==> src/design/atp_pkg.sv <==
// ----------------------------------------------------------------------------
// Angular trapezoid profile package
// Fixed-point constants, shared-unit request/response types and helpers.
// ----------------------------------------------------------------------------
package atp_pkg;

    localparam int FRAC_BITS = 16;

    localparam logic signed [63:0] Q_ONE = 64'sd1 <<< FRAC_BITS;

    // Shared unit sizing
    localparam int DIV_STEPS   = 64;
    localparam int SQRT_STEPS  = (31 + FRAC_BITS + 1) / 2;
    localparam int SQRT_SHIFT  = FRAC_BITS + 64 - 2 * SQRT_STEPS;
    localparam int CNT_W       = $clog2(DIV_STEPS);
    localparam int REM_W       = 34;

    // Shared unit operations
    localparam logic [1:0] OP_MUL  = 2'd0;
    localparam logic [1:0] OP_DIV  = 2'd1;
    localparam logic [1:0] OP_SQRT = 2'd2;

    // Register indexes
    localparam logic [1:0] REG_MAX_VEL   = 2'd0;
    localparam logic [1:0] REG_MAX_ACC   = 2'd1;
    localparam logic [1:0] REG_MIN_VEL   = 2'd2;
    localparam logic [1:0] REG_STEP_TIME = 2'd3;

    // Distance bands (quarters of a radian) and matching speed offsets
    localparam logic signed [31:0] DIST_BOUND [5] = '{
        32'sd15 <<< (FRAC_BITS - 2), 32'sd8 <<< (FRAC_BITS - 2),
        32'sd4 <<< (FRAC_BITS - 2),  32'sd2 <<< (FRAC_BITS - 2),
        32'sd1 <<< (FRAC_BITS - 2)};
    localparam logic signed [31:0] SPEED_OFFSET [6] = '{
        32'sd4 <<< (FRAC_BITS - 2),  32'sd6 <<< (FRAC_BITS - 2),
        32'sd8 <<< (FRAC_BITS - 2),  32'sd11 <<< (FRAC_BITS - 2),
        32'sd14 <<< (FRAC_BITS - 2), 32'sd16 <<< (FRAC_BITS - 2)};

    typedef struct packed {
        logic       start;
        logic [1:0] op;
    } t_alu_req;

    typedef struct packed {
        logic busy;
        logic done;
    } t_alu_rsp;

    function automatic logic signed [31:0] f_sat32(input logic signed [63:0] v);
        if (v > 64'sd2147483647) begin
            return 32'sh7fffffff;
        end else if (v < -64'sd2147483648) begin
            return 32'sh80000000;
        end
        return v[31:0];
    endfunction

    // Product rescale: truncate toward zero, then saturate
    function automatic logic signed [31:0] f_qscale(input logic signed [63:0] p);
        logic signed [63:0] t;
        t = p + (p[63] ? (Q_ONE - 64'sd1) : 64'sd0);
        return f_sat32(t >>> FRAC_BITS);
    endfunction

    // Halve, truncating toward zero
    function automatic logic signed [63:0] f_half(input logic signed [63:0] v);
        logic signed [63:0] t;
        t = v + (v[63] ? 64'sd1 : 64'sd0);
        return t >>> 1;
    endfunction

    function automatic logic signed [31:0] f_offset(input logic signed [31:0] d);
        logic signed [31:0] off;
        off = SPEED_OFFSET[5];
        for (int i = 4; i >= 0; i--) begin
            if (d > DIST_BOUND[i]) begin
                off = SPEED_OFFSET[i];
            end
        end
        return off;
    endfunction

endpackage

==> src/design/atp_alu.sv <==
// ----------------------------------------------------------------------------
// Angular trapezoid profile shared arithmetic unit
// Multiplier, bit-serial signed divide, digit-serial square root.
// ----------------------------------------------------------------------------
module atp_alu (
    input  logic                i_clk,
    input  logic                i_rst_n,
    input  atp_pkg::t_alu_req   i_req,
    input  logic signed [63:0]  i_op_a,
    input  logic signed [32:0]  i_op_b,
    output atp_pkg::t_alu_rsp   o_rsp,
    output logic signed [63:0]  o_result
);
    import atp_pkg::*;

    localparam logic [1:0] PH_IDLE = 2'd0;
    localparam logic [1:0] PH_RUN  = 2'd1;
    localparam logic [1:0] PH_FIN  = 2'd2;

    logic [1:0]         r_phase;
    logic [1:0]         r_op;
    logic [CNT_W-1:0]   r_cnt;
    logic [63:0]        r_num;
    logic [32:0]        r_den;
    logic [REM_W-1:0]   r_rem;
    logic [63:0]        r_quo;
    logic               r_neg;
    logic               r_done;
    logic signed [63:0] r_res;

    logic signed [63:0] w_prod;
    logic [REM_W-1:0]   w_div_sh;
    logic               w_div_ge;
    logic [REM_W-1:0]   w_sq_sh;
    logic [REM_W-1:0]   w_sq_trial;
    logic               w_sq_ge;
    logic signed [63:0] w_fin;

    assign w_prod     = $signed(i_op_a[31:0]) * $signed(i_op_b[31:0]);
    assign w_div_sh   = {r_rem[REM_W-2:0], r_num[63]};
    assign w_div_ge   = w_div_sh >= REM_W'(r_den);
    assign w_sq_sh    = {r_rem[REM_W-3:0], r_num[63:62]};
    assign w_sq_trial = {r_quo[REM_W-3:0], 2'b01};
    assign w_sq_ge    = w_sq_sh >= w_sq_trial;

    // For a divide, saturate the quotient magnitude and restore its sign; a root result passes through
    always_comb begin
        if (r_op == OP_DIV) begin
            if (r_neg) begin
                w_fin = (r_quo > 64'h8000_0000) ? -64'sd2147483648 : -$signed(r_quo);
            end else begin
                w_fin = (r_quo > 64'h7fff_ffff) ? 64'sd2147483647 : $signed(r_quo);
            end
        end else begin
            w_fin = $signed(r_quo);
        end
    end

    always_ff @(posedge i_clk) begin
        if (!i_rst_n) begin
            r_phase <= PH_IDLE;
            r_done  <= 1'b0;
        end else begin
            r_done <= 1'b0;
            case (r_phase)
                PH_IDLE: begin
                    if (i_req.start) begin
                        r_op <= i_req.op;
                        r_rem <= '0;
                        r_quo <= '0;
                        if (i_req.op == OP_MUL) begin
                            r_res  <= w_prod;
                            r_done <= 1'b1;
                        end else if (i_req.op == OP_DIV) begin
                            r_num   <= i_op_a[63] ? 64'(-i_op_a) : 64'(i_op_a);
                            r_neg   <= i_op_a[63];
                            r_den   <= i_op_b;
                            r_cnt   <= CNT_W'(DIV_STEPS - 1);
                            r_phase <= PH_RUN;
                        end else begin
                            r_num   <= 64'(i_op_a[30:0]) << SQRT_SHIFT;
                            r_cnt   <= CNT_W'(SQRT_STEPS - 1);
                            r_phase <= PH_RUN;
                        end
                    end
                end
                PH_RUN: begin
                    if (r_op == OP_DIV) begin
                        r_rem <= w_div_ge ? (w_div_sh - REM_W'(r_den)) : w_div_sh;
                        r_quo <= {r_quo[62:0], w_div_ge};
                        r_num <= {r_num[62:0], 1'b0};
                    end else begin
                        r_rem <= w_sq_ge ? (w_sq_sh - w_sq_trial) : w_sq_sh;
                        r_quo <= {r_quo[62:0], w_sq_ge};
                        r_num <= {r_num[61:0], 2'b00};
                    end
                    r_cnt <= r_cnt - 1'b1;
                    if (r_cnt == '0) begin
                        r_phase <= PH_FIN;
                    end
                end
                PH_FIN: begin
                    r_res   <= w_fin;
                    r_done  <= 1'b1;
                    r_phase <= PH_IDLE;
                end
                default: begin
                    r_phase <= PH_IDLE;
                end
            endcase
        end
    end

    assign o_rsp.busy = (r_phase != PH_IDLE);
    assign o_rsp.done = r_done;
    assign o_result   = r_res;

endmodule

==> config.mk <==
export PLATFORM = sky130hd
export DESIGN_NAME = atp_alu
export DESIGN_NICKNAME = d
export VERILOG_FILES = /design/src/design/atp_pkg.sv /design/src/design/atp_alu.sv
export SDC_FILE = /design/constraint.sdc
export NUM_CORES = 2
export LEC_CHECK = 0
export BUFFER_PORTS_ARGS = -buffer_cell sky130_fd_sc_hd__buf_2
export CAP_MARGIN = 20
export CORE_UTILIZATION = 55
export DETAILED_ROUTE_END_ITERATION = 7
export PLACE_DENSITY = 0.72
export SLEW_MARGIN = 20
export SYNTH_ARGS = -nofsm -noshare
export SYNTH_HDL_FRONTEND = slang
export SYNTH_SLANG_ARGS = --single-unit
==> constraint.sdc <==
create_clock -name i_clk -period 14.5 [get_ports i_clk]
set_clock_uncertainty 0.15 [all_clocks]
set_input_delay 2.9 -clock i_clk [delete_from_list [all_inputs] [get_ports i_clk]]
set_output_delay 2.9 -clock i_clk [all_outputs]
set_load 0.01 [all_outputs]
==> run metrics <==
Worst Tran Pin Value between 1 and 1.5 ns; final non-filler cell area 0.0568 mm²; most used cell, CP fa_1; Post-CTS Repair Setup Buffers 0; placed cell count around 7000; TritonCTS clock tree built; Syn. warnings 0; setup slack at placement 2.33 ns; unrepaired setup endpoints after global routing false; Tcrit/Tclk final 79.8%; final wirelength 162 mm; FF+latch count, synth 270; Die W 316 µm; status finished with violations; Synth area leaders fa_1 40%, edfxtp_1 15%, inv_1 7.4%; Inserted Clock Buffers 29; IO Pins 168; Synth Instances 5771; max incr delay on CP 0.88 ns; GP Congestion 0.942; Crit. End Element flop; Placement Cell Area about 0.056 mm²; Netlist cell types 80; Seq/Total Area, Yosys between 10 and 15%; Max Cap Viol 0; vias per inst approximately 6.0; first-pass GRT wire length 253 mm; Hold Path Class flop to flop; Reg clk slew, reported paths 0.07 ns; HPWL after detailed placement 121 mm; DR vias around 42000; Std-Cell Core Area 0.0970 mm²; Num Clock Sinks 270; Placement Rows 114; Fmax achieved 0.0864 GHz; Reg-to-Reg Start r_quo[0]; failing checks design-rule violations; Synth top area share 40.1%; Post-Layout Cell Count 6994; Critical Path RT 14.77 ns; starting density of the core 55.8%; WL/cell roughly 23 µm; Post-synth top cells 1083 x fa_1, 1060 x inv_1, 715 x nand2_1, 547 x and2_1, 310 x clkbuf_1; leading area contributor after synthesis fa_1; kind of critical path input pin to flop; post_cts resized 0; initial antenna violation count 10; drt first-iter violations 4545; gr ovfl total 0; Sum Neg Setup Slack 0 ns; Cell Area, Synth about 0.054 mm²; most numerous cell in the Yosys netlist fa_1; drt pass-1 iters 8; Buffers & Inverters on Critical Path 8; Async SR Flop Fraction 0%; Final Hold Viols 0; die footprint 0.0996 mm²; critical path's top delay family adder cells; Final nets 7131; top_reg_cell synth edfxtp_1; Syn Nets just over 7000; CP Launch Point i_op_a[31]; share of layout cells above drive strength 1 5.74%; Mean Syn Cell Area 9.37 µm²; maximum number of pins on one net before global-route repair 83; Final ANT Viol Nets 0; root buffer cell clkbuf_16; count of flip-flops with a built-in enable after synthesis 267; PnR worst setup slack 2.93 ns; # setup viols final 0; hold wc startpoint r_num[0]; clk buf depth 3; All-Layer GR Usage 33.3%; PortBufs 167; minimum clock period 11.57 ns; slew margin rel. 25.1%; vias in the first global route ~43000; Layout area overhead 5.02%; die height approximately 320 µm; Crit path arrival time 11.85 ns; Max FO, Critical Path 34; slowest CP cell fa_1; # H-tree levels 1; fin. max-slew vios 0; Skew-Pair Late Insertion Delay ~0.60 ns; # hold bufs at CTS 0; Setup crit start kind input pin; DRC violations left 26
==> cell type report <==
cell class | instances | area, µm²
Multi-Input combinational cell | 4094 | 40800
Fill cell | 8410 | 40200
Sequential cell | 270 | 8080
Inverter | 1060 | 3980
Tap cell | 1276 | 1600
Timing Repair Buffer | 236 | 1350
Clock buffer | 32 | 737
Clock inverter | 22 | 241
Antenna cell | 4 | 10.0
==> cells by family after synthesis <==
logic type,synth area share (%)
simple gates,16.0
flops,14.9
buf+inv,9.80
mux,0.967
xor+xnor,2.66
fa+ha+maj,46.0
compound gates,9.67
==> through the flow <==
stage                     hold WS (ns)  util (%)
after floorplan                  0.378         -
after global placement           0.398      57.5
after detailed placement         0.405      57.5
after CTS                        0.419      58.6
after global routing             0.448      58.6
final                            0.424      58.6
==> registers in the layout, summed over array words and instances, names as in the netlist <==
signal / cells
r_num: 64
r_rem: 33
r_neg: 1
r_cnt: 6
r_done: 1
r_den: 33
o_result: 64
r_quo: 64
r_op: 2
r_phase: 2
==> worst register-to-register path: stages (launching register included) <==
cell      delay [ns]
edfxtp_1        0.50
inv_1           0.20
ha_1            0.21
or3b_2          0.51
nor4b_1         0.27
buf_4           0.20
nand4_1         0.17
nand2b_1        0.28
nor4b_1         0.83
nor2_2          0.40
a211oi_1        0.87
a21oi_1         0.09
==> cells in the final DEF, fill, tap and decap left out, types with 11 or more instances in the layout <==
cell type,n
fa_1,1083
inv_1,1060
nand2_1,714
and2_1,547
edfxtp_1,267
ha_1,255
a21oi_1,209
nor2_1,175
buf_2,167
o21ai_0,162
xor2_1,83
xnor2_1,81
a211oi_1,78
buf_4,69
a21o_1,65
mux2i_1,50
nor3_1,45
o31ai_1,45
a31oi_1,39
o22ai_1,39
nand3_1,34
and3_1,33
nand4_1,29
clkbuf_16,29
nand2b_1,26
a221oi_1,23
o21bai_1,21
o211ai_1,20
nor4_1,19
o21a_1,17
or3_1,15
nor2b_1,14
or4_1,13
o41ai_1,13
a2111oi_0,12
nor3b_1,11
==> final timing paths <==
check / end / slack (ns) / cells after the start
worst max-delay path: o_result[60] / 2.93 / 28
worst min-delay path: r_num[1] / 0.42 / 1
worst max register to register: o_result[62] / 9.53 / 11
worst min register to register: r_num[1] / 0.42 / 1
==> layer usage <==
layer | vias to the layer above | GRT usage [%] | part of all wire (%)
met5 | - | 0 | 0.022
met4 | 6 | 13.2 | 4.7
met3 | 388 | 6.47 | 11
met2 | 2281 | 52.2 | 45
met1 | 21173 | 45.8 | 39
li1 | 17984 | - | -
Power is not shown: default switching activity piles up to over one toggle a cycle in this logic, so the estimate is an artifact.
